**config.mk**
```make
export PLATFORM = sky130hd
export DESIGN_NAME = rtbf_fifo
export DESIGN_NICKNAME = d
export VERILOG_FILES = /design/src/hw/rtl/rtbf_fifo.sv
export SDC_FILE = /design/constraint.sdc
export NUM_CORES = 1
export LEC_CHECK = 0
export ABC_CLOCK_PERIOD_IN_PS = 2650
export BUFFER_PORTS_ARGS = -buffer_cell sky130_fd_sc_hd__buf_2
export CAP_MARGIN = 15
export CORE_ASPECT_RATIO = 0.8
export CORE_MARGIN = 2
export CORE_UTILIZATION = 55
export CTS_CLUSTER_SIZE = 8
export DETAILED_ROUTE_END_ITERATION = 6
export PLACE_DENSITY = 0.77
export SLEW_MARGIN = 20
export SYNTH_ARGS = -nofsm -noshare
export SYNTH_HDL_FRONTEND = slang
export SYNTH_SLANG_ARGS = --single-unit
```
**constraint.sdc**
```tcl
create_clock -name clk_i -period 2.65 [get_ports clk_i]
set_clock_uncertainty 0.15 [all_clocks]
set_input_delay 0.265 -clock clk_i [delete_from_list [all_inputs] [get_ports clk_i]]
set_output_delay 0.265 -clock clk_i [all_outputs]
set_load 0.02 [all_outputs]
```
**src/hw/rtl/rtbf_fifo.sv**
```systemverilog
// ----------------------------------------------------------------------------
// rtbf_fifo
// Small register FIFO for words of WIDTH bits.
// ----------------------------------------------------------------------------
module rtbf_fifo #(
  parameter int unsigned WIDTH = 8,
  parameter int unsigned DEPTH = 4
) (
  input  logic             clk_i,
  input  logic             rst_ni,
  input  logic             push_i,
  input  logic [WIDTH-1:0] data_i,
  output logic             full_o,
  input  logic             pop_i,
  output logic [WIDTH-1:0] data_o,
  output logic             empty_o
);

  localparam int unsigned AW = (DEPTH > 1) ? $clog2(DEPTH) : 1;
  localparam int unsigned CW = $clog2(DEPTH + 1);

  logic [WIDTH-1:0] mem_q [DEPTH];
  logic [AW-1:0]    wptr_q, wptr_d, rptr_q, rptr_d;
  logic [CW-1:0]    cnt_q, cnt_d;
  logic             do_push, do_pop;

  assign full_o  = (cnt_q == CW'(DEPTH));
  assign empty_o = (cnt_q == '0);
  assign do_push = push_i && !full_o;
  assign do_pop  = pop_i && !empty_o;
  assign data_o  = mem_q[rptr_q];

  always_comb begin
    wptr_d = wptr_q;
    rptr_d = rptr_q;
    cnt_d  = cnt_q;
    if (do_push) begin
      wptr_d = (wptr_q == AW'(DEPTH - 1)) ? '0 : wptr_q + 1'b1;
    end
    if (do_pop) begin
      rptr_d = (rptr_q == AW'(DEPTH - 1)) ? '0 : rptr_q + 1'b1;
    end
    if (do_push && !do_pop) begin
      cnt_d = cnt_q + 1'b1;
    end else if (do_pop && !do_push) begin
      cnt_d = cnt_q - 1'b1;
    end
  end

  always_ff @(posedge clk_i) begin
    if (do_push) begin
      mem_q[wptr_q] <= data_i;
    end
  end

  always_ff @(posedge clk_i or negedge rst_ni) begin
    if (!rst_ni) begin
      wptr_q <= '0;
      rptr_q <= '0;
      cnt_q  <= '0;
    end else begin
      wptr_q <= wptr_d;
      rptr_q <= rptr_d;
      cnt_q  <= cnt_d;
    end
  end

endmodule

```
==> impl_results.md, run 1 <==
* DRT antenna net count at 0
* CP peak stage delay at 410 ps
* RSZ-0062 raised after global routing: false
* Most Frequent Cell on Critical Path: xor2_1
* Largest net degree at the start of global routing at 13
* Number of H-tree levels at 2
* Nets at about 120
* FF+latch count, synth at 39
* Synth top area cells: edfxtp_1, mux4_2, dfrtp_1, ha_1, mux2_2
* Row cnt at 17
* Share of the synthesized area in the top cell type at 0.593
* CP max stage cell: dfrtp_1
* Die Width at ~65 um
* Min Tclk post-route at 2230 ps
* Share of cells above drive strength 1 at 0.453
* Hold_buf cts at 1
* First-pass GRT wire length at ~3600 um
* Vias in the first global route at between 700 and 800
* Post-cts resize count at 0
* Outcome: completed
* Crit. End Element: flip-flop
* Clock-pin slew on the worst setup and hold paths at 80 ps
* Vias at 745
* Inst Count DP at 135
* Grt ovf at 0
* CTS Buf Count at 5
* WL/cell at 15.9 um
* CTS Sinks at 39
* Initial Util at 0.581
* Syn nets at 98
* Crit path max fanout at 7
* Rel. slew slack at 0.624
* Synth cell types at 19
* Initial DRT Pass Iterations at 4
* DRC viols at 0
* Worst-Skew Late Latency at around 280 ps
* Avg Synthesized Cell Area at ~20 um2
* Maximum clock rate at between 0.4 and 0.5 GHz
* Yosys top cell by area: edfxtp_1
* Vias per std cell at ~5.2
* CP top delay family: adder cells
* Leak pwr at ~0.70 nW
* Synth warn at 0
* Max IR drop VDD at 0.508 mV
* Initial drt markers at 34
* I/O pin cnt at 22
* Core Area at roughly 2800 um2
* Final Hold Viols at 0
* P per Cell Area at 1110 nW/um2
* Syn-to-layout area delta at 14.1%
* Placer Congestion at 0.705
* Antenna diodes at 0
* Initial antenna violation count at 0
* Worst min path class: primary input to flip-flop
* Critical Path RT at 2710 ps
* Arrival @ worst endpoint at 2290 ps
* Tcrit/Tclk final at 0.842
* Clk root buf: clkbuf_8
* Drt total wl at 2300 um
* TritonCTS clock tree: yes
* CP cell instances: nor3b_4 > nor2b_2 > ha_1 > inv_1 > fa_1 > xor2_1 > nor2_1 > xor2_1
* Die area at 3400 um2
* Die height at 52.5 um
* Fillers at 196
* Total GRT Usage at 0.154
* Post-synthesis sequential area ratio at 0.701
* Slew Viols, Final at 0
* Worst path bufs/invs at 1
* Post-Syn Area at ~1600 um2
* Final setup viols at 0
* Post-route insts no fill at about 140
* Worst Setup Start Kind: flip-flop
* WS Path Type: flip-flop to flip-flop
* Max-cap violations at 0
* HPWL after DPL at 1580 um
* Clock buffer depth at 2
* Final setup TNS at 0 ps
* Postcts setup bufs at 0
* Worst-Margin Slew at 565 ps
* Post-synthesis cell count at 79
* IO Port Bufs at 21
## placed cells by master (no fill, tap or decap), drive strengths merged
| cell | n |
|---|---|
| nor3b | 1 |
| mux2 | 5 |
| nand2b | 1 |
| buf | 21 |
| clkinv | 1 |
| nor2 | 3 |
| nor3 | 1 |
| dlygate4sd3 | 1 |
| ha | 6 |
| clkinvlp | 1 |
| xor2 | 2 |
| xnor2 | 1 |
| clkbuf | 6 |
| inv | 3 |
| and2 | 4 |
| nor2b | 1 |
| fa | 1 |
| dfrtp | 7 |
| edfxtp | 32 |
| mux4 | 8 |
## final cells by class
class / instances / area (um2) / share of cell area
flip-flops and latches: 39 / 1140 / 0.615
multi-input cells: 34 / 453 / 0.245
repair buffers: 22 / 115 / 0.0623
clock buffers: 6 / 72.6 / 0.0393
well taps: 38 / 47.5 / 0.0257
clock inverters: 2 / 12.5 / 0.00677
inverters: 3 / 11.3 / 0.00609
## cells in the mapped netlist, drive strengths merged
| cell type | n |
|---|---|
| buf | 3 |
| nor3b | 1 |
| edfxtp | 32 |
| nand2b | 1 |
| nor2 | 3 |
| inv | 3 |
| nor3 | 1 |
| mux2 | 5 |
| and2 | 4 |
| xor2 | 2 |
| xnor2 | 1 |
| dfrtp | 7 |
| nor2b | 1 |
| fa | 1 |
| mux4 | 8 |
| ha | 6 |
## cells by family (layout without fill, tap and decap cells)
group | after synthesis | after routing | share of synthesized area
xor+xnor | 3 | 3 | 0.0162
fa+ha+maj | 7 | 7 | 0.0587
buf+inv | 6 | 33 | 0.0193
flops | 39 | 39 | 0.701
mux | 13 | 13 | 0.151
simple gates | 11 | 11 | 0.0541
## registers in the layout (all words and copies together), names as in the netlist
register and cells:
wptr_q 2, mem_q 32, cnt_q 3, rptr_q 2
## worst reg2reg max path: cells and delay by family (launching register included)
family        cells  cell delay, ps
buf+inv           1              60
flops             1             410
xor+xnor          2             300
simple gates      3             600
fa+ha+maj         2             630
## power by group
group          switching (mW)  internal [mW]  leakage, nW
logic                   0.342          0.358        0.282
registers               0.142          0.830        0.375
clock network           0.197          0.184       0.0412
total                   0.681           1.37        0.699
## metal layers
layer / global-route usage / vias to the layer above / share of wire / wire length [um]
met5: 0 / - / 0 / 0
met4: 0.0532 / 0 / 0.012 / 27
met3: 0.0516 / 3 / 0.053 / 121
met2: 0.240 / 22 / 0.47 / 1080
met1: 0.207 / 370 / 0.47 / 1070
li1: - / 350 / - / -
## final timing paths
kind / start / end / slack [ps] / cells after the start
setup / recovery: cnt_q[2] / cnt_q[2] / 420 / 8
hold / removal: data_i[4] / mem_q[0][4] / 40 / 1
setup reg to reg: cnt_q[2] / cnt_q[2] / 420 / 8
hold reg to reg: cnt_q[2] / cnt_q[2] / 360 / 1
max in group asynchronous: rst_ni / rptr_q[1] / 2010 / 2
min in group asynchronous: rst_ni / rptr_q[0] / 180 / 2
## through the flow
stage / setup slack, ps / area [um2] / hold slack, ps / util / power [mW]
after floorplan: 187 / 1620 / -181 / - / 1.51
after global placement: 500 / 1750 / -44.4 / 0.629 / 1.68
after detailed placement: 444 / 1750 / -41.5 / 0.629 / 1.70
after CTS: 415 / 1850 / 37.2 / 0.663 / 2.07
after global routing: 308 / 1850 / 35.2 / 0.663 / 2.16
final: 420 / 1850 / 41.0 / 0.663 / 2.05
Note: power is estimated with default switching activity, not from simulation.
==> run 2: changes to the inputs <==
--- a/config.mk
+++ b/config.mk
@@ -5,15 +5,15 @@
 export SDC_FILE = /design/constraint.sdc
 export NUM_CORES = 1
 export LEC_CHECK = 0
-export ABC_CLOCK_PERIOD_IN_PS = 2650
+export ABC_CLOCK_PERIOD_IN_PS = 1900
 export BUFFER_PORTS_ARGS = -buffer_cell sky130_fd_sc_hd__buf_2
 export CAP_MARGIN = 15
 export CORE_ASPECT_RATIO = 0.8
 export CORE_MARGIN = 2
-export CORE_UTILIZATION = 55
+export CORE_UTILIZATION = 50
 export CTS_CLUSTER_SIZE = 8
 export DETAILED_ROUTE_END_ITERATION = 6
-export PLACE_DENSITY = 0.77
+export PLACE_DENSITY = 0.74
 export SLEW_MARGIN = 20
 export SYNTH_ARGS = -nofsm -noshare
 export SYNTH_HDL_FRONTEND = slang
==> constraint.sdc (replaced) <==
create_clock -name clk_i -period 1.9 [get_ports clk_i]
set_clock_uncertainty 0.15 [all_clocks]
set_input_delay 0.19 -clock clk_i [delete_from_list [all_inputs] [get_ports clk_i]]
set_output_delay 0.19 -clock clk_i [all_outputs]
set_load 0.02 [all_outputs]
==> run 2 against run 1 <==
Effect of this change: the flow now finishes with violations (negative setup slack); utilization rose by 0.38 points; sequential power rose by 37%; die area rose by 9.3%; sequential cell count did not move; count of clock-buffer cells in the layout did not move; critical path type unchanged; clock power rose by 37%; routed wire length rose by 19%.
==> impl_results.md, run 2 (synthesis gave the netlist of run 1 again) <==
* Worst-Margin Slew at 436 ps (-129 ps)
* Core Area at 3090 um2 (+11%)
* Final setup viols at 2 (+2)
* Vias at 821 (+10%)
* RSZ-0062 raised after global routing: true
* Fillers at 228 (+16%)
* CP cell instances: nor3b_4 > nor2b_2 > ha_4 > inv_2 > fa_2 > xor2_1 > nor2_1 > xor2_1
* Leak pwr at 0.802 nW (+15%)
* Min Tclk post-route at 1960 ps (-269 ps)
* Failing checks: negative setup slack
* Largest net degree at the start of global routing at 13 (unchanged)
* Most Frequent Cell on Critical Path: xor2_1
* Rel. slew slack at 0.709 (+0.0859)
* Most flop-heavy register: mem_q
* Initial drt markers at 29 (-15%)
* Die height at 54.9 um (+4.5%)
* Top sig layer: met4
* DRT antenna net count at 0 (unchanged)
* Final core utilization at 0.667 (+0.00385)
* Reg2reg end: cnt_q[2]
* Initial antenna violation count at 0 (unchanged)
* Grt ovf at 0 (unchanged)
* Row cnt at 18 (+1)
* Share of cells above drive strength 1 at 0.516 (+0.0630)
* TritonCTS clock tree: yes
* Crit. End Element: flip-flop
* Reg2reg setup slack at -60 ps (-480 ps)
* Crit path max fanout at 3 (-4)
* Outcome: finished with violations
* Slew Viols, Final at 0 (unchanged)
* Commonest non-fill, non-tap cell in the layout: edfxtp_1
* WS Path Type: flip-flop to flip-flop
* Drt total wl at 2740 um (+19%)
* Number of H-tree levels at 2 (unchanged)
* HPWL after DPL at 1740 um (+9.8%)
* Met2 routed wirelength at 1400 um (+30%)
* CTS Buf Count at 5 (unchanged)
* Total power at 3.14 mW (+53%)
* CP max stage cell: dfrtp_1
* Die area at 3710 um2 (+9.3%)
* Crit path from: cnt_q[2]
* Worst Setup Start Kind: flip-flop
* Clock-pin slew on the worst setup and hold paths at 70 ps (about the same)
* I/O pin cnt at 22 (unchanged)
* Nets at 144 (+16%)
* CP top delay family: adder cells
* Worst path bufs/invs at 1 (unchanged)
* Biggest regs: mem_q x32, cnt_q x3
* IO Port Bufs at 21 (unchanged)
* Tcrit/Tclk final at 1.03 (+0.190)
* Antenna diodes at 0 (unchanged)
* R2r worst-path depth at 8 (unchanged)
* P per Cell Area at 1520 nW/um2 (+37%)
* Clk root buf: clkbuf_8
* Initial DRT Pass Iterations at 4 (unchanged)
* Syn-to-layout area delta at 27.0%
* Max reg flops at 32 (unchanged)
* Worst min path class: primary input to async pin
* Max-cap violations at 0 (unchanged)
* Worst-Skew Late Latency at 290 ps (about the same)
* Max IR drop VDD at 1.01 mV (+98%)
* Vias per std cell at 4.95 (-4.4%)
* First-pass GRT wire length at 3860 um (+8.3%)
* WL met1 at 1150 um (+7.6%)
* Tightest hold margin at 120 ps (+79.5 ps)
* Commonest cells after routing, fill and taps aside: edfxtp_1, buf_2, buf_4
* Critical Path RT at 1960 ps (-750 ps)
* CTS Sinks at 39 (unchanged)
* Vias in the first global route at 879 (+18%)
* Placer Congestion at 0.671 (-4.9%)
* R2r startpoint: cnt_q[2]
* WL/cell at 16.5 um (+3.3%)
* Die Width at 67.6 um (+4.6%)
* Initial Util at 0.525 (-0.0564)
* Met3 Routed Length at 110 um (-9.1%)
* Final Hold Viols at 0 (unchanged)
* CP peak stage delay at 420 ps (about the same)
* Total GRT Usage at 0.160 (+0.00617)
* DRC viols at 0 (unchanged)
* Arrival @ worst endpoint at 2020 ps (-270 ps)
* Clock buffer depth at 2 (unchanged)
* Final WS setup at -60.9 ps (-481 ps)
* Maximum clock rate at 0.510 GHz (+14%)
[run 2: changes by cell type in the layout (fill, tap and decap cells not counted), sizes merged]
cell / previous run / this run
dlygate4sd3: 1 / 9
clkinvlp: 1 / 0
clkinv: 1 / 2
buf: 21 / 33
[run 2: worst max-delay path by stage]
stage / to / slack (ps) / cells past startpoint
finish: cnt_q[2] / -60 / 8
global route: cnt_q[2] / -180 / 8
CTS: cnt_q[2] / -70 / 8
detailed placement: cnt_q[2] / -120 / 8
global placement: cnt_q[2] / 6 / 8
floorplan: cnt_q[1] / -210 / 7
[run 2: cell type report]
cell class / count / area (um2) / share of cell area
Inverter: 3 / 11.3 / 0.00547
Clock buffer: 6 / 72.6 / 0.0353
Sequential cell: 39 / 1140 / 0.553
Multi-Input combinational cell: 34 / 488 / 0.237
Clock inverter: 2 / 8.76 / 0.00426
Tap cell: 40 / 50.0 / 0.0243
Timing Repair Buffer: 42 / 289 / 0.140
[run 2: repair_timing]
action | 4_1_cts | 5_1_grt
pin swaps | 4 | 4
gates resized for setup | 3 | 5
hold buffers | 9 | 0
setup buffers | 2 | 3
setup endpoints to repair | 2 | 5
endpoints found under the hold margin | 39 | 0
[run 2: routing by layer]
metal,GRT usage,vias to the layer above
met2,0.268,20
met1,0.183,401
met3,0.0486,7
met4,0.102,0
met5,0,-
li1,-,393
[run 2: power by group]
group	switching (mW)	leakage (nW)	internal [mW]
registers	0.163	0.373	1.16
clock network	0.270	0.0426	0.252
logic	0.600	0.386	0.689
[run 2: metrics by stage]
step	instance area (um2)	TNS (ps)	worst slack, ps	std cells
floorplan	1650	-384	-208	79
global placement	1830	0	6.16	144
detailed placement	1830	-140	-124	144
CTS	2030	-79.5	-66.7	163
global route	2060	-310	-183	166
finish	2060	-84.0	-60.9	166
