### config.mk
export PLATFORM = sky130hd
export DESIGN_NAME = rtbf_front
export DESIGN_NICKNAME = d
export VERILOG_FILES = /design/src/hw/rtl/rtbf_pkg.sv /design/src/hw/rtl/rtbf_front.sv
export SDC_FILE = /design/constraint.sdc
export NUM_CORES = 1
export LEC_CHECK = 0
export ABC_CLOCK_PERIOD_IN_PS = 11000
export BUFFER_PORTS_ARGS = -buffer_cell sky130_fd_sc_hd__clkbuf_2
export CORE_ASPECT_RATIO = 0.5
export CORE_MARGIN = 2
export CORE_UTILIZATION = 60
export DETAILED_ROUTE_END_ITERATION = 8
export PLACE_DENSITY = 0.78
export SLEW_MARGIN = 0
export SYNTH_ARGS = -nofsm -noshare
export SYNTH_HDL_FRONTEND = slang
export SYNTH_SLANG_ARGS = --single-unit
### constraint.sdc
create_clock -name clk_i -period 11 [get_ports clk_i]
set_input_delay 1.1 -clock clk_i [delete_from_list [all_inputs] [get_ports clk_i]]
set_output_delay 1.1 -clock clk_i [all_outputs]
set_load 0.01 [all_outputs]
### src/hw/rtl/rtbf_pkg.sv
// ----------------------------------------------------------------------------
// rtbf_pkg
// Shared types and constants for the 24-pin band formatter.
// ----------------------------------------------------------------------------
package rtbf_pkg;

  localparam int unsigned BANKS      = 24;
  localparam int unsigned STORE_ROWS = 512;
  localparam int unsigned ROW_W      = 9;

  localparam logic [1:0] REQ_RASTER = 2'd0;
  localparam logic [1:0] REQ_FF     = 2'd1;
  localparam logic [1:0] REQ_PULL   = 2'd2;

  localparam logic [1:0] ST_OK      = 2'd0;
  localparam logic [1:0] ST_REFUSED = 2'd1;
  localparam logic [1:0] ST_NOTHING = 2'd2;

  localparam logic [3:0] PH_IDLE   = 4'd0;
  localparam logic [3:0] PH_S_ESC  = 4'd1;
  localparam logic [3:0] PH_S_3    = 4'd2;
  localparam logic [3:0] PH_S_N    = 4'd3;
  localparam logic [3:0] PH_S_CR   = 4'd4;
  localparam logic [3:0] PH_S_LF   = 4'd5;
  localparam logic [3:0] PH_G_ESC  = 4'd6;
  localparam logic [3:0] PH_G_STAR = 4'd7;
  localparam logic [3:0] PH_G_MODE = 4'd8;
  localparam logic [3:0] PH_G_NL   = 4'd9;
  localparam logic [3:0] PH_G_NH   = 4'd10;
  localparam logic [3:0] PH_G_DATA = 4'd11;
  localparam logic [3:0] PH_FF     = 4'd12;

  localparam logic [7:0] CH_ESC  = 8'h1B;
  localparam logic [7:0] CH_3    = 8'h33;
  localparam logic [7:0] CH_STAR = 8'h2A;
  localparam logic [7:0] CH_MODE = 8'h27;
  localparam logic [7:0] CH_CR   = 8'h0D;
  localparam logic [7:0] CH_LF   = 8'h0A;
  localparam logic [7:0] CH_FF   = 8'h0C;
  localparam logic [7:0] SKIP_CHUNK = 8'd255;
  localparam logic [4:0] LAST_LINE  = 5'd23;

  typedef struct packed {
    logic [7:0] out_byte;
    logic       out_valid;
    logic       end_of_burst;
    logic [1:0] status;
  } result_t;

  typedef struct packed {
    result_t          res;
    logic             mem_wr;
    logic             mem_rd;
    logic             use_store;
    logic             zero;
    logic [4:0]       bank;
    logic [ROW_W-1:0] row;
    logic [2:0]       col_lo;
    logic [1:0]       sub;
    logic [7:0]       px;
  } job_t;

endpackage

### src/hw/rtl/rtbf_front.sv
// ----------------------------------------------------------------------------
// rtbf_front
// Request decode, band/line tracking and output stream sequencer.
// ----------------------------------------------------------------------------
module rtbf_front import rtbf_pkg::*; #(
  parameter int unsigned LINE_BYTES = 512
) (
  input  logic       clk_i,
  input  logic       rst_ni,
  input  logic       accept_i,
  input  logic [1:0] req_type_i,
  input  logic [7:0] pixel_byte_i,
  input  logic       last_in_line_i,
  output job_t       job_o
);

  logic [4:0]  bl_q, bl_d;
  logic [9:0]  bil_q, bil_d;
  logic [13:0] ue_q, ue_d;
  logic [15:0] blank_q, blank_d;
  logic [3:0]  phase_q, phase_d;
  logic [20:0] skip_q, skip_d;
  logic        ffp_q, ffp_d;
  logic        post_q, post_d;
  logic [12:0] col_q, col_d;
  logic [1:0]  sub_q, sub_d;
  logic [12:0] cc_q, cc_d;
  logic [28:0] prod;

  assign prod = 29'(ue_q) * 29'd21846;
  assign cc_d = prod[28:16] + 13'd1;

  always_comb begin
    logic        busy, flush, ff;
    logic [13:0] ue_n, off1;
    logic [2:0]  jmax;
    busy    = (phase_q != PH_IDLE);
    flush   = 1'b0;
    ff      = 1'b0;
    ue_n    = ue_q;
    off1    = '0;
    jmax    = '0;
    bl_d    = bl_q;
    bil_d   = bil_q;
    ue_d    = ue_q;
    blank_d = blank_q;
    phase_d = phase_q;
    skip_d  = skip_q;
    ffp_d   = ffp_q;
    post_d  = post_q;
    col_d   = col_q;
    sub_d   = sub_q;
    job_o   = '0;
    for (int j = 0; j < 8; j++) begin
      if (pixel_byte_i[7-j]) begin
        jmax = 3'(j);
      end
    end
    if (accept_i) begin
      priority if (req_type_i == REQ_PULL) begin
        if (!busy) begin
          job_o.res.status = ST_NOTHING;
        end else begin
          job_o.res.out_valid = 1'b1;
          unique case (phase_q)
            PH_S_ESC: begin
              job_o.res.out_byte = CH_ESC;
              phase_d = PH_S_3;
            end
            PH_S_3: begin
              job_o.res.out_byte = CH_3;
              phase_d = PH_S_N;
            end
            PH_S_N: begin
              if (skip_q < 21'(SKIP_CHUNK)) begin
                job_o.res.out_byte = skip_q[7:0];
                skip_d = '0;
              end else begin
                job_o.res.out_byte = SKIP_CHUNK;
                skip_d = skip_q - 21'(SKIP_CHUNK);
              end
              phase_d = PH_S_CR;
            end
            PH_S_CR: begin
              job_o.res.out_byte = CH_CR;
              phase_d = PH_S_LF;
            end
            PH_S_LF: begin
              job_o.res.out_byte = CH_LF;
              if (skip_q != '0) begin
                phase_d = PH_S_ESC;
              end else if (post_q) begin
                post_d = 1'b0;
                if (ffp_q) begin
                  phase_d = PH_FF;
                end else begin
                  phase_d = PH_IDLE;
                  job_o.res.end_of_burst = 1'b1;
                end
              end else begin
                phase_d = PH_G_ESC;
              end
            end
            PH_G_ESC: begin
              job_o.res.out_byte = CH_ESC;
              phase_d = PH_G_STAR;
            end
            PH_G_STAR: begin
              job_o.res.out_byte = CH_STAR;
              phase_d = PH_G_MODE;
            end
            PH_G_MODE: begin
              job_o.res.out_byte = CH_MODE;
              phase_d = PH_G_NL;
            end
            PH_G_NL: begin
              job_o.res.out_byte = cc_q[7:0];
              phase_d = PH_G_NH;
            end
            PH_G_NH: begin
              job_o.res.out_byte = {3'b000, cc_q[12:8]};
              col_d   = '0;
              sub_d   = '0;
              phase_d = PH_G_DATA;
            end
            PH_G_DATA: begin
              job_o.use_store = 1'b1;
              job_o.zero      = col_q[12];
              job_o.row       = col_q[11:3];
              job_o.col_lo    = col_q[2:0];
              job_o.sub       = sub_q;
              job_o.mem_rd    = !col_q[12] && (col_q[2:0] == 3'd0) && (sub_q == 2'd0);
              if ((col_q == cc_q - 13'd1) && (sub_q == 2'd2)) begin
                ue_d    = '0;
                skip_d  = 21'd24;
                post_d  = 1'b1;
                phase_d = PH_S_ESC;
              end else if (sub_q == 2'd2) begin
                sub_d = '0;
                col_d = col_q + 13'd1;
              end else begin
                sub_d = sub_q + 2'd1;
              end
            end
            PH_FF: begin
              job_o.res.out_byte     = CH_FF;
              job_o.res.end_of_burst = 1'b1;
              ffp_d   = 1'b0;
              post_d  = 1'b0;
              phase_d = PH_IDLE;
            end
            default: begin
              phase_d = PH_IDLE;
            end
          endcase
        end
      end else if (req_type_i != REQ_RASTER && req_type_i != REQ_FF) begin
        job_o.res.status = ST_NOTHING;
      end else if (busy) begin
        job_o.res.status = ST_REFUSED;
      end else if (req_type_i == REQ_RASTER) begin
        if (32'(bil_q) < LINE_BYTES && 32'(bil_q) < STORE_ROWS && pixel_byte_i != '0) begin
          job_o.mem_wr = 1'b1;
          job_o.bank   = bl_q;
          job_o.row    = bil_q[ROW_W-1:0];
          job_o.px     = pixel_byte_i;
          off1 = 14'({bil_q[8:0], 4'b0000}) + 14'({bil_q[8:0], 3'b000})
               + 14'(jmax) * 14'd3 + 14'(bl_q[4:3]) + 14'd1;
          if (off1 > ue_q) begin
            ue_n = off1;
          end
        end
        ue_d = ue_n;
        if (last_in_line_i) begin
          bil_d = '0;
          if (bl_q == LAST_LINE) begin
            bl_d  = '0;
            flush = 1'b1;
          end else begin
            bl_d = bl_q + 5'd1;
          end
        end else if (bil_q != 10'h3FF) begin
          bil_d = bil_q + 10'd1;
        end
      end else begin
        ff    = 1'b1;
        flush = (bl_q != '0);
      end
    end
    if (flush) begin
      if (ue_n == '0) begin
        if (blank_q != 16'hFFFF) begin
          blank_d = blank_q + 16'd1;
        end
      end else begin
        post_d = 1'b0;
        if (blank_q != '0) begin
          skip_d  = 21'({blank_q, 4'b0000}) + 21'({blank_q, 3'b000});
          blank_d = '0;
          phase_d = PH_S_ESC;
        end else begin
          phase_d = PH_G_ESC;
        end
      end
    end
    if (ff) begin
      bl_d    = '0;
      bil_d   = '0;
      blank_d = '0;
      if (flush && ue_n != '0) begin
        ffp_d = 1'b1;
      end else begin
        phase_d = PH_FF;
      end
    end
  end

  always_ff @(posedge clk_i or negedge rst_ni) begin
    if (!rst_ni) begin
      bl_q    <= '0;
      bil_q   <= '0;
      ue_q    <= '0;
      blank_q <= '0;
      phase_q <= PH_IDLE;
      skip_q  <= '0;
      ffp_q   <= 1'b0;
      post_q  <= 1'b0;
      col_q   <= '0;
      sub_q   <= '0;
      cc_q    <= 13'd1;
    end else begin
      bl_q    <= bl_d;
      bil_q   <= bil_d;
      ue_q    <= ue_d;
      blank_q <= blank_d;
      phase_q <= phase_d;
      skip_q  <= skip_d;
      ffp_q   <= ffp_d;
      post_q  <= post_d;
      col_q   <= col_d;
      sub_q   <= sub_d;
      cc_q    <= cc_d;
    end
  end

  a_ffp_busy: assert property (@(posedge clk_i) disable iff (!rst_ni)
    ffp_q |-> phase_q != PH_IDLE) else $error("form feed pending while idle");
  a_idle_post: assert property (@(posedge clk_i) disable iff (!rst_ni)
    phase_q == PH_IDLE |-> !post_q) else $error("post-data flag left set");
  a_data_extent: assert property (@(posedge clk_i) disable iff (!rst_ni)
    phase_q == PH_G_DATA |-> ue_q != '0) else $error("data phase with empty band");

endmodule

==> metrics.md, run 1 <==
| Metric | Value |
|---|---|
| Critical Path Source Type | input pin |
| Final setup viols | 0 |
| Largest net degree at the start of global routing | 70 |
| Final worst slack | around 3.2 ns |
| Clk Latency, worst-skew pair | roughly 0.35 ns |
| Area leader, netlist | dfrtp_1 |
| Yosys top cell area share | 21.2% |
| Worst r2r src | bl_q[4] |
| Leak | 0.00617 uW |
| DR vias/cell | 6.24 |
| VDD IR max | 0.000360 V |
| Synth top cells by count | ha_1, inv_1, nor2_1 |
| Clock skew | a little under 0.009 ns |
| Pre-Repair DR Iteration Count | 5 |
| Final Cell Area | 12400 um^2 |
| Place WS | 3.00 ns |
| Max FO, Critical Path | 44 |
| Critical setup path kind | in -> reg |
| Fillers | 1626 |
| Met1 GRT Util | around 40% |
| Post-CTS setup buffer count | 0 |
| CTS Hold Bufs | 0 |
| Placed cell count | 1650 |
| Terminating pin of the worst hold path | blank_q[2] |
| Slowest CP cell | a21oi_4 |
| Seq cells post-synth | 100 |
| Relative slew slack | 14.0% |
| Sum of negative setup slack | 0 ns |
| Clk buf depth | 2 |
| Vias in the first global route | 9906 |
| PortBufs | 56 |
| Hold Path Depth | 1 |
| Clk slew on worst S/H paths | 0.07 ns |
| Vias | 10.4k |
| Layout cells sized above 1 | 7.07% |
| CTS tree | built |
| Worst EP arrival | 8.00 ns |
| Post_cts resized | 0 |
| Num CTS Buffers | 9 |
| Synth area leaders | dfrtp_1, ha_1, fa_1 |
| FMAX | 129 MHz |
| Post-synth EDFFs | 0 |
| CTS root buf | clkbuf_16 |
| RSZ-0062 raised after global routing | false |
| Total Wirelength | 29.3 mm |
| Remaining routing DRC violations | 0 |
| Die Area | ~21000 um^2 |
| Fin. Hold Viols | 0 |
| Placed Area | 12200 um^2 |
| Final std cells w/o fill | 1666 |
| Slew @ Worst Pin | 1.28 ns |
| Dpl hpwl | approximately 23 mm |
| Die X | between 200 and 250 um |
| First-pass GRT wire length | a little under 50 mm |
| Crit. Startpoint | pixel_byte_i[0] |
| # diodes | 0 |
| Post-synthesis cell count | between 1k and 1.5k |
| Routability cong. | 0.932 |
| Outcome | finished, final reports clean |
| # IOs | 57 |
| Worst R2R End | blank_q[2] |
| Worst hold start | blank_q[2] |
| R2R Setup Slk | 4.16 ns |
| GR peak layer | met2 |
| Met2 Use GR | 49.8% |
| Core area | approximately 19000 um^2 |
| Met3 GRT Util | ~3% |
| Util after Layout | 64.5% |
| Tmin final | roughly 8 ns |
| Worst EP required | 11.23 ns |
| Worst R2R Path Depth | 21 |
| Synthesized area | 11700 um^2 |
| Top FF cell, synth | dfrtp_1 |
| Std cell rows | 36 |
| Register area | 2500 um^2 |
| PwrDens | 310 nW/um^2 |
| Cells along the critical path | clkbuf_2 > nor4_1 > inv_1 > ha_1 > ha_1 > fa_1 > a21o_1 > a21oi_1 > o21bai_1 > a2111oi_0 > o31ai_1 > a21o_1 > a21o_1 > ha_1 > nand3_1 > nor2_1 > nand2_1 > o221ai_1 > o311a_1 > o21ai_0 > a21oi_4 > a211oi_4 > o21ai_0 > o31ai_1 |
| HP Class | reg -> reg |
| DR WL/cell | 17.6 um |
| Clock sinks | 100 |
| Final Max Slew Viols | 0 |
| 1st-iter DRT viols | 796 |
| Die height | 103 um |
| Final Cycle Share | 70.6% |
| Syn Area/Cell | 8.53 um^2 |
| Seq/Total Area, Yosys | 21.4% |
| H-Tree Depth | 3 |
| Synth Warn # | 0 |
| Cell with the most instances after synthesis | ha_1 |
| Initial Util | 60.7% |
| Synth-to-Final Area Change | 6.30% |
| Max stage delay on crit path | approximately 0.88 ns |
| Post-route antenna net violation count | 0 |
| Total GRT Usage | just under 30% |
| CP endpoint kind | flip-flop |
| Nets | 1637 |
| Post-Syn Nets | ~1.6k |
| Netlist cell types | 83 |
| Gr ovfl total | 0 |
| Share of flip-flops with an asynchronous set or reset | 100% |
| Multi-input gate area | 8400 um^2 |
| Antenna violations before repair | 0 |
| Max-cap violations | 0 |
-- through the flow --
stage               hold WS [ns]  total power, uW
global route               0.579             4290
detailed placement         0.543             3500
floorplan                  0.461             2760
global placement           0.503             3370
finish                     0.547             3860
CTS                        0.554             3840
-- registers in the layout, summed over array words and instances (netlist names) --
| signal | cells |
|---|---|
| sub_q | 2 |
| ffp_q | 1 |
| blank_q | 16 |
| cc_q | 13 |
| ue_q | 14 |
| bl_q | 5 |
| post_q | 1 |
| col_q | 13 |
| skip_q | 21 |
| phase_q | 4 |
| bil_q | 10 |
-- cell families after synthesis --
| group | count (synthesis) | share of synthesized area [%] |
|---|---|---|
| compound gates | 341 | 19.3 |
| xor+xnor | 76 | 5.69 |
| fa+ha+maj | 229 | 28.3 |
| buf+inv | 209 | 6.87 |
| flops | 100 | 21.4 |
| mux | 2 | 0.171 |
| simple gates | 415 | 18.3 |
-- power breakdown --
| part | internal (uW) | switching, uW | total (uW) |
|---|---|---|---|
| sequential | 504 | 255 | 759 |
| clock | 157 | 155 | 312 |
| combinational | 1150 | 1640 | 2790 |
-- layer usage --
layer | wire length [um] | up-vias
met5 | 0 | -
met4 | 747 | 0
met3 | 1490 | 64
met2 | 14000 | 354
met1 | 13100 | 5069
li1 | - | 4902
-- cell type report --
| cell class | count | area share (%) |
|---|---|---|
| multi-input cells | 1063 | 67.5 |
| clock inverters | 7 | 0.473 |
| well taps | 266 | 2.67 |
| inverters | 161 | 4.86 |
| flip-flops and latches | 100 | 20.1 |
| repair buffers | 60 | 2.51 |
| clock buffers | 9 | 1.81 |
-- placed cells by master (no fill, tap or decap), types with 21 or more instances in the layout --
cell / count
nand2_1: 69
nand4_1: 21
a21oi_1: 86
nand3_1: 34
fa_1: 60
o21ai_0: 81
a22o_1: 25
nor2_1: 116
xnor2_1: 43
xor2_1: 33
nor3_1: 39
a21o_1: 24
clkbuf_2: 55
dfrtp_1: 99
ha_1: 168
and2_1: 25
inv_1: 159
-- worst max-delay path: cells and delay by family --
kind,cells,cell delay (ns)
buffers and inverters,2,0.25
and+or+nand+nor,4,0.85
AOI/OAI and AO/OA,14,4.34
adders and majority gates,4,1.41
-- how the worst max path moves through the flow --
stage	slack, ns	endpoint	cells past startpoint
3_5_place_dp	3.00	blank_q[2]	24
6_report	3.23	blank_q[2]	24
2_1_floorplan	4.56	blank_q[5]	24
4_1_cts	3.35	blank_q[2]	24
5_1_grt	2.70	blank_q[5]	24
3_3_place_gp	3.39	blank_q[2]	24
Note: power is estimated with default switching activity, not from simulation.
==> run 2, diff against run 1 <==
--- a/config.mk
+++ b/config.mk
@@ -5,7 +5,7 @@
 export SDC_FILE = /design/constraint.sdc
 export NUM_CORES = 1
 export LEC_CHECK = 0
-export ABC_CLOCK_PERIOD_IN_PS = 11000
+export ABC_CLOCK_PERIOD_IN_PS = 7300
 export BUFFER_PORTS_ARGS = -buffer_cell sky130_fd_sc_hd__clkbuf_2
 export CORE_ASPECT_RATIO = 0.5
 export CORE_MARGIN = 2
==> constraint.sdc (replaced) <==
create_clock -name clk_i -period 7.3 [get_ports clk_i]
set_input_delay 0.73 -clock clk_i [delete_from_list [all_inputs] [get_ports clk_i]]
set_output_delay 0.73 -clock clk_i [all_outputs]
set_load 0.01 [all_outputs]
==> run 2 against run 1 <==
Net effect:
- non-clock buffer count up 1
- count of clock-buffer cells in the layout stayed put
- wire length grew 0.45%
- sequential share of layout area hardly changed
- flip-flop and latch count did not move
- critical path type unchanged
- critical endpoint is now blank_q[12]
- largest power group unchanged
- highest routed layer unchanged
==> metrics.md, run 2 (synthesized netlist as in run 1, its figures left out) <==
| Metric | Value |
|---|---|
| PwrDens | 468 nW/um^2 (+51%) |
| DR WL/cell | 17.6 um (+0.39%) |
| Hold WS | 0.294 ns (-0.253 ns) |
| Final Cycle Share | 90.5% |
| Met2 Use GR | 50.0% (+0.16 points) |
| FMAX | approximately 150 MHz |
| Switching pwr | 3070 uW (+50%) |
| Sw frac | 52.6% (-0.37 points) |
| Final worst slack | 0.694 ns (-2.54 ns) |
| Clk buf depth | 2 (unchanged) |
| Final setup viols | 0 (unchanged) |
| 1st-iter DRT viols | 713 (-10%) |
| Total Wirelength | 29.4 mm (+0.45%) |
| Met3 GRT Util | 4.27% (+1.3 points) |
| Relative slew slack | 18.2% (+4.2 points) |
| Worst r2r src | ue_q[1] |
| Commonest non-fill, non-tap cells in the layout | ha_1, inv_1, nor2_1, dfrtp_1, a21oi_1 |
| Dpl hpwl | 23.0 mm (+1.1%) |
| Vias | 10.2k (-1.4%) |
| Clock skew | 0.00871 ns (-0.000219 ns) |
| # IOs | 57 (unchanged) |
| First-pass GRT wire length | 48.5 mm (-0.48%) |
| HP Class | in -> async |
| DR vias/cell | 6.14 (-1.5%) |
| Clk network pwr share | 8.7% (+0.6 points) |
| H-Tree Depth | 3 (unchanged) |
| Place WS | 0.424 ns (-2.57 ns) |
| Clk Latency, worst-skew pair | 0.36 ns (about the same) |
| CP endpoint kind | flip-flop |
| Largest register FFs | 21 (unchanged) |
| PortBufs | 56 (unchanged) |
| Max stage delay on crit path | 0.63 ns (-0.25 ns) |
| Max-cap violations | 0 (unchanged) |
| Tmin final | 6.61 ns |
| Total GRT Usage | 28.9% (about the same) |
| VDD IR max | 0.000728 V (+100%) |
| Remaining routing DRC violations | 0 (unchanged) |
| Largest registers | skip_q: 21 flops, blank_q: 16 flops, ue_q: 14 flops |
| Overall Power | 5830 uW (+51%) |
| Std cell rows | 36 (unchanged) |
| Clock sinks | 100 (unchanged) |
| CTS tree | built |
| CTS Hold Bufs | 0 (unchanged) |
| Post_cts resized | 0 (unchanged) |
| Num CTS Buffers | 9 (unchanged) |
| Critical Path Source Type | input pin |
| Met1 GRT Util | 38.6% (-0.46 points) |
| Vias in the first global route | 9862 (-0.44%) |
| GR peak layer | met2 |
| Initial Util | 60.7% (unchanged) |
| Leak | 0.00618 uW (+0.15%) |
| Antenna violations before repair | 0 (unchanged) |
| Sum of negative setup slack | 0 ns (unchanged) |
| Max FO, Critical Path | 9 (-80%) |
| RSZ-0062 raised after global routing | false |
| Post-CTS setup buffer count | 0 (unchanged) |
| Pre-Repair DR Iteration Count | 5 (unchanged) |
| Sequential share of power | 19.6% (about the same) |
| # diodes | 0 (unchanged) |
| R2R Setup Slk | 0.69 ns (-3.47 ns) |
| Commonest non-fill, non-tap cell in the layout | ha_1 |
| Outcome | finished, final reports clean |
| Combinational group share of total power | 71.7% (-0.6 points) |
| Worst R2R Path Depth | 19 (-9.5%) |
| Synth-to-Final Area Change | 6.55% |
| Clk slew on worst S/H paths | 0.08 ns (about the same) |
| Worst R2R End | cc_q[12] |
| Fin. Hold Viols | 0 (unchanged) |
| Largest net degree at the start of global routing | 70 (unchanged) |
| Critical setup path kind | in -> reg |
| Nets | 1638 (+0.061%) |
| Die X | 202 um (unchanged) |
| Worst EP arrival | 6.84 ns (-1.16 ns) |
| Die Area | 20700 um^2 (unchanged) |
| Gr ovfl total | 0 (unchanged) |
| Layout cells sized above 1 | 7.14% (+0.066 points) |
| Die height | 103 um (unchanged) |
| Worst EP required | 7.53 ns (-3.70 ns) |
| Internal power component | 2770 uW (+52%) |
| Core area | 19300 um^2 (unchanged) |
| CTS root buf | clkbuf_16 |
| Fillers | 1686 (+3.7%) |
| Cells along the critical path | clkbuf_2 > nor4_1 > inv_1 > ha_1 > ha_1 > fa_1 > a21o_1 > a21oi_1 > o21bai_1 > a2111oi_0 > o31ai_1 > a21o_1 > a21o_1 > ha_1 > nand3_1 > nor2_1 > nand2_1 > o311a_1 > and2b_1 > a21oi_1 > nor2_2 > a21oi_1 > o21ai_0 |
| Post-route antenna net violation count | 0 (unchanged) |
| Slew @ Worst Pin | 1.22 ns (-0.0626 ns) |
| Largest Register | skip_q |
| Final Max Slew Viols | 0 (unchanged) |
| Routability cong. | 0.939 (+0.75%) |
| Slowest CP cell | a21oi_1 |
## run 2: layout make-up
class                   instances  area, um^2  share of cell area [%]
multi-input cells            1063        8400                    67.4
flip-flops and latches        100        2500                    20.1
inverters                     161         604                    4.85
well taps                     266         333                    2.67
repair buffers                 61         320                    2.57
clock buffers                   9         225                    1.81
clock inverters                 7        81.3                   0.652
## run 2: power groups by stage
stage / clock network, uW / registers (uW) / logic [uW]
3_5_place_dp: 0 / 1130 / 4110
3_3_place_gp: 0 / 1130 / 3970
4_1_cts: 514 / 1130 / 4160
6_report: 507 / 1140 / 4190
2_1_floorplan: 0 / 949 / 3210
5_1_grt: 538 / 1180 / 4730
## run 2: metrics by stage
step / std cells / util [%] / area, um^2
global placement: 1651 / 63.1 / 12200
global route: 1667 / 64.7 / 12500
floorplan: 1372 / - / 11700
detailed placement: 1651 / 63.1 / 12200
finish: 1667 / 64.7 / 12500
CTS: 1667 / 64.7 / 12500
## run 2: critical path: cells and delay by family
kind / cells / cell delay, ns
adders and majority gates: 4 / 1.42
buffers and inverters: 2 / 0.25
AOI/OAI and AO/OA: 11 / 3.11
and+or+nand+nor: 6 / 1.32
## run 2: worst max path at each step
stage	startpoint	to	slack [ns]	cells after the start
after global routing	pixel_byte_i[5]	blank_q[12]	0.09	28
after global placement	pixel_byte_i[0]	blank_q[12]	0.71	23
final	pixel_byte_i[0]	blank_q[12]	0.69	23
after detailed placement	pixel_byte_i[0]	blank_q[12]	0.42	23
after floorplan	pixel_byte_i[0]	blank_q[5]	1.23	24
after CTS	ue_q[7]	cc_q[12]	0.75	21
## run 2: layer usage
| metal | vias to the layer above | share of wire [%] |
|---|---|---|
| li1 | 4899 | - |
| met1 | 4941 | 45 |
| met2 | 344 | 48 |
| met3 | 59 | 5.7 |
| met4 | 0 | 2.1 |
| met5 | - | 0 |
==> run 3, diff against run 2 <==
--- a/config.mk
+++ b/config.mk
@@ -6,12 +6,12 @@
 export NUM_CORES = 1
 export LEC_CHECK = 0
 export ABC_CLOCK_PERIOD_IN_PS = 7300
-export BUFFER_PORTS_ARGS = -buffer_cell sky130_fd_sc_hd__clkbuf_2
 export CORE_ASPECT_RATIO = 0.5
 export CORE_MARGIN = 2
 export CORE_UTILIZATION = 60
 export DETAILED_ROUTE_END_ITERATION = 8
-export PLACE_DENSITY = 0.78
+export DONT_BUFFER_PORTS = 1
+export PLACE_DENSITY = 0.76
 export SLEW_MARGIN = 0
 export SYNTH_ARGS = -nofsm -noshare
 export SYNTH_HDL_FRONTEND = slang
==> run 3 against run 2 <==
Net effect:
- global-route usage is 0.16 points lower
- count of clock-buffer cells in the layout is the same
- setup slack got worse by 0.17 ns
- die area stayed put
- largest power group unchanged
==> metrics.md, run 3 (synthesized netlist as in run 1, its figures left out) <==
| Metric | Value |
|---|---|
| Outcome | finished, final reports clean |
| Antenna violations before repair | 0 (unchanged) |
| Final Cycle Share | 92.9% (+2.4 points) |
| RSZ-0062 raised after global routing | false |
| Clock sinks | 100 (unchanged) |
| Num CTS Buffers | 9 (unchanged) |
| 1st-iter DRT viols | 691 (-3.1%) |
| R2R Setup Slk | 0.57 ns (-0.12 ns) |
| Final Cell Area | 12200 um^2 (-2.4%) |
| Placed Area | 11900 um^2 (-2.5%) |
| Placed cell count | 1592 (-3.6%) |
| Final setup viols | 0 (unchanged) |
| Largest delay share family, worst path | compound AO/OA/AOI/OAI gates |
| PwrDens | 477 nW/um^2 (+1.9%) |
| Slew @ Worst Pin | 1.27 ns (+0.0504 ns) |
| Worst EP arrival | 7.07 ns (+0.23 ns) |
| Post-route antenna net violation count | 0 (unchanged) |
| # diodes | 0 (unchanged) |
| Layout cells sized above 1 | 3.06% (-4.1 points) |
| Pre-Repair DR Iteration Count | 5 (unchanged) |
| # IOs | 57 (unchanged) |
| Cells along the critical path | nor4_1 > inv_1 > ha_1 > ha_1 > fa_1 > a21o_1 > a21oi_1 > o21bai_1 > a2111oi_0 > o31ai_1 > a21o_1 > a21o_1 > ha_1 > nand3_1 > nor2_1 > nand2_1 > o221ai_1 > o311a_1 > and2b_1 > a21o_2 > nand3_1 > or3_1 > o21ai_0 |
| FMAX | 147 MHz (-2.6%) |
| CTS tree | built |
| Std cell rows | 36 (unchanged) |
| Slowest CP cell | o311a_1 |
| Vias | 9957 (-2.8%) |
| CP endpoint kind | flip-flop |
| First-pass GRT wire length | 48.0 mm (-1.0%) |
| Die X | 202 um (unchanged) |
| Relative slew slack | 14.8% (-3.4 points) |
| Remaining routing DRC violations | 0 (unchanged) |
| Fin. Hold Viols | 0 (unchanged) |
| Largest net degree at the start of global routing | 101 (+44%) |
| Sum of negative setup slack | 0 ns (unchanged) |
| Critical Path Source Type | input pin |
| HP Class | in -> async |
| CTS Hold Bufs | 0 (unchanged) |
| CTS root buf | clkbuf_16 |
| PortBufs | 0 (-100%) |
| Nets | 1579 (-3.6%) |
| DR WL/cell | 18.0 um (+1.8%) |
| Clk Latency, worst-skew pair | 0.37 ns (about the same) |
| Die Area | 20700 um^2 (unchanged) |
| Max-cap violations | 0 (unchanged) |
| Commonest non-fill, non-tap cells in the layout | ha_1, inv_1, nor2_1, dfrtp_1, a21oi_1 |
| Core area | 19300 um^2 (unchanged) |
| Max stage delay on crit path | 0.67 ns (+0.04 ns) |
| H-Tree Depth | 3 (unchanged) |
| Final Max Slew Viols | 0 (unchanged) |
| Clock skew | 0.00914 ns (+0.000430 ns) |
| Die height | 103 um (unchanged) |
| Tmin final | 6.78 ns (+0.175 ns) |
| Critical setup path kind | in -> reg |
| Gr ovfl total | 0 (unchanged) |
| Total GRT Usage | 28.7% (-0.16 points) |
| Largest Register | skip_q |
| Synth-to-Final Area Change | 4.01% |
| DR vias/cell | 6.19 (+0.77%) |
| Largest register FFs | 21 (unchanged) |
| Final std cells w/o fill | 1608 (-3.5%) |
| Largest registers | skip_q: 21 flops, blank_q: 16 flops, ue_q: 14 flops |
| VDD IR max | 0.000512 V (-30%) |
| Buf+Inv Stages, Crit Path | 1 (-1) |
| Worst EP required | 7.59 ns (+0.06 ns) |
| Clk buf depth | 2 (unchanged) |
| Post_cts resized | 0 (unchanged) |
| Post-CTS setup buffer count | 0 (unchanged) |
| Commonest non-fill, non-tap cell in the layout | ha_1 |
| Total Wirelength | 28.9 mm (-1.8%) |
| Dpl hpwl | 22.4 mm (-2.9%) |
| Vias in the first global route | 9618 (-2.5%) |
| Clk slew on worst S/H paths | 0.08 ns (about the same) |
| Fillers | 1669 (-1.0%) |
| Routability cong. | 0.950 (+1.1%) |
| Initial Util | 60.7% (unchanged) |
| Max FO, Critical Path | 18 (+9) |
| Leak | 0.00593 uW (-4.0%) |
==> run 3: final timing paths <==
path | from | endpoint | cells after the start
hold / removal | rst_ni | skip_q[1] | 0
setup / recovery | pixel_byte_i[0] | blank_q[12] | 23
max in group asynchronous | rst_ni | cc_q[0] | 0
setup reg to reg | ue_q[7] | cc_q[12] | 20
hold reg to reg | ffp_q | ffp_q | 2
min in group clk_i | ffp_q | ffp_q | 2
==> run 3: cell type report <==
| cell class | count | area (um^2) | area share [%] |
|---|---|---|---|
| Multi-Input combinational cell | 1063 | 8400 | 69.0 |
| Inverter | 161 | 604 | 4.96 |
| Clock inverter | 7 | 88.8 | 0.730 |
| Timing Repair Buffer | 2 | 15.0 | 0.123 |
| Sequential cell | 100 | 2500 | 20.6 |
| Tap cell | 266 | 333 | 2.73 |
| Clock buffer | 9 | 225 | 1.85 |
==> run 3: power by group <==
| group | internal (uW) | total (uW) | leakage, uW | switching, uW |
|---|---|---|---|---|
| clock network | 300 | 536 | 0.000159 | 236 |
| logic | 1720 | 4130 | 0.00446 | 2410 |
| registers | 759 | 1140 | 0.00131 | 377 |
| total | 2780 | 5810 | 0.00593 | 3030 |
==> run 3: per-layer routing <==
layer,GRT usage (%),share of wire (%)
met5,0,0
met4,7.01,1.8
met3,4.05,4.6
met2,50.0,48
met1,38.6,46
==> run 3: per-stage QoR <==
step	hold WS, ns	power [uW]	setup WS [ns]	utilization (%)
floorplan	0.434	4160	1.23	-
detailed placement	0.437	5220	0.245	61.5
global route	0.0381	6460	0.0523	63.1
CTS	0.0498	5790	0.567	63.1
finish	0.0505	5810	0.519	63.1
global placement	0.437	5060	0.581	61.5
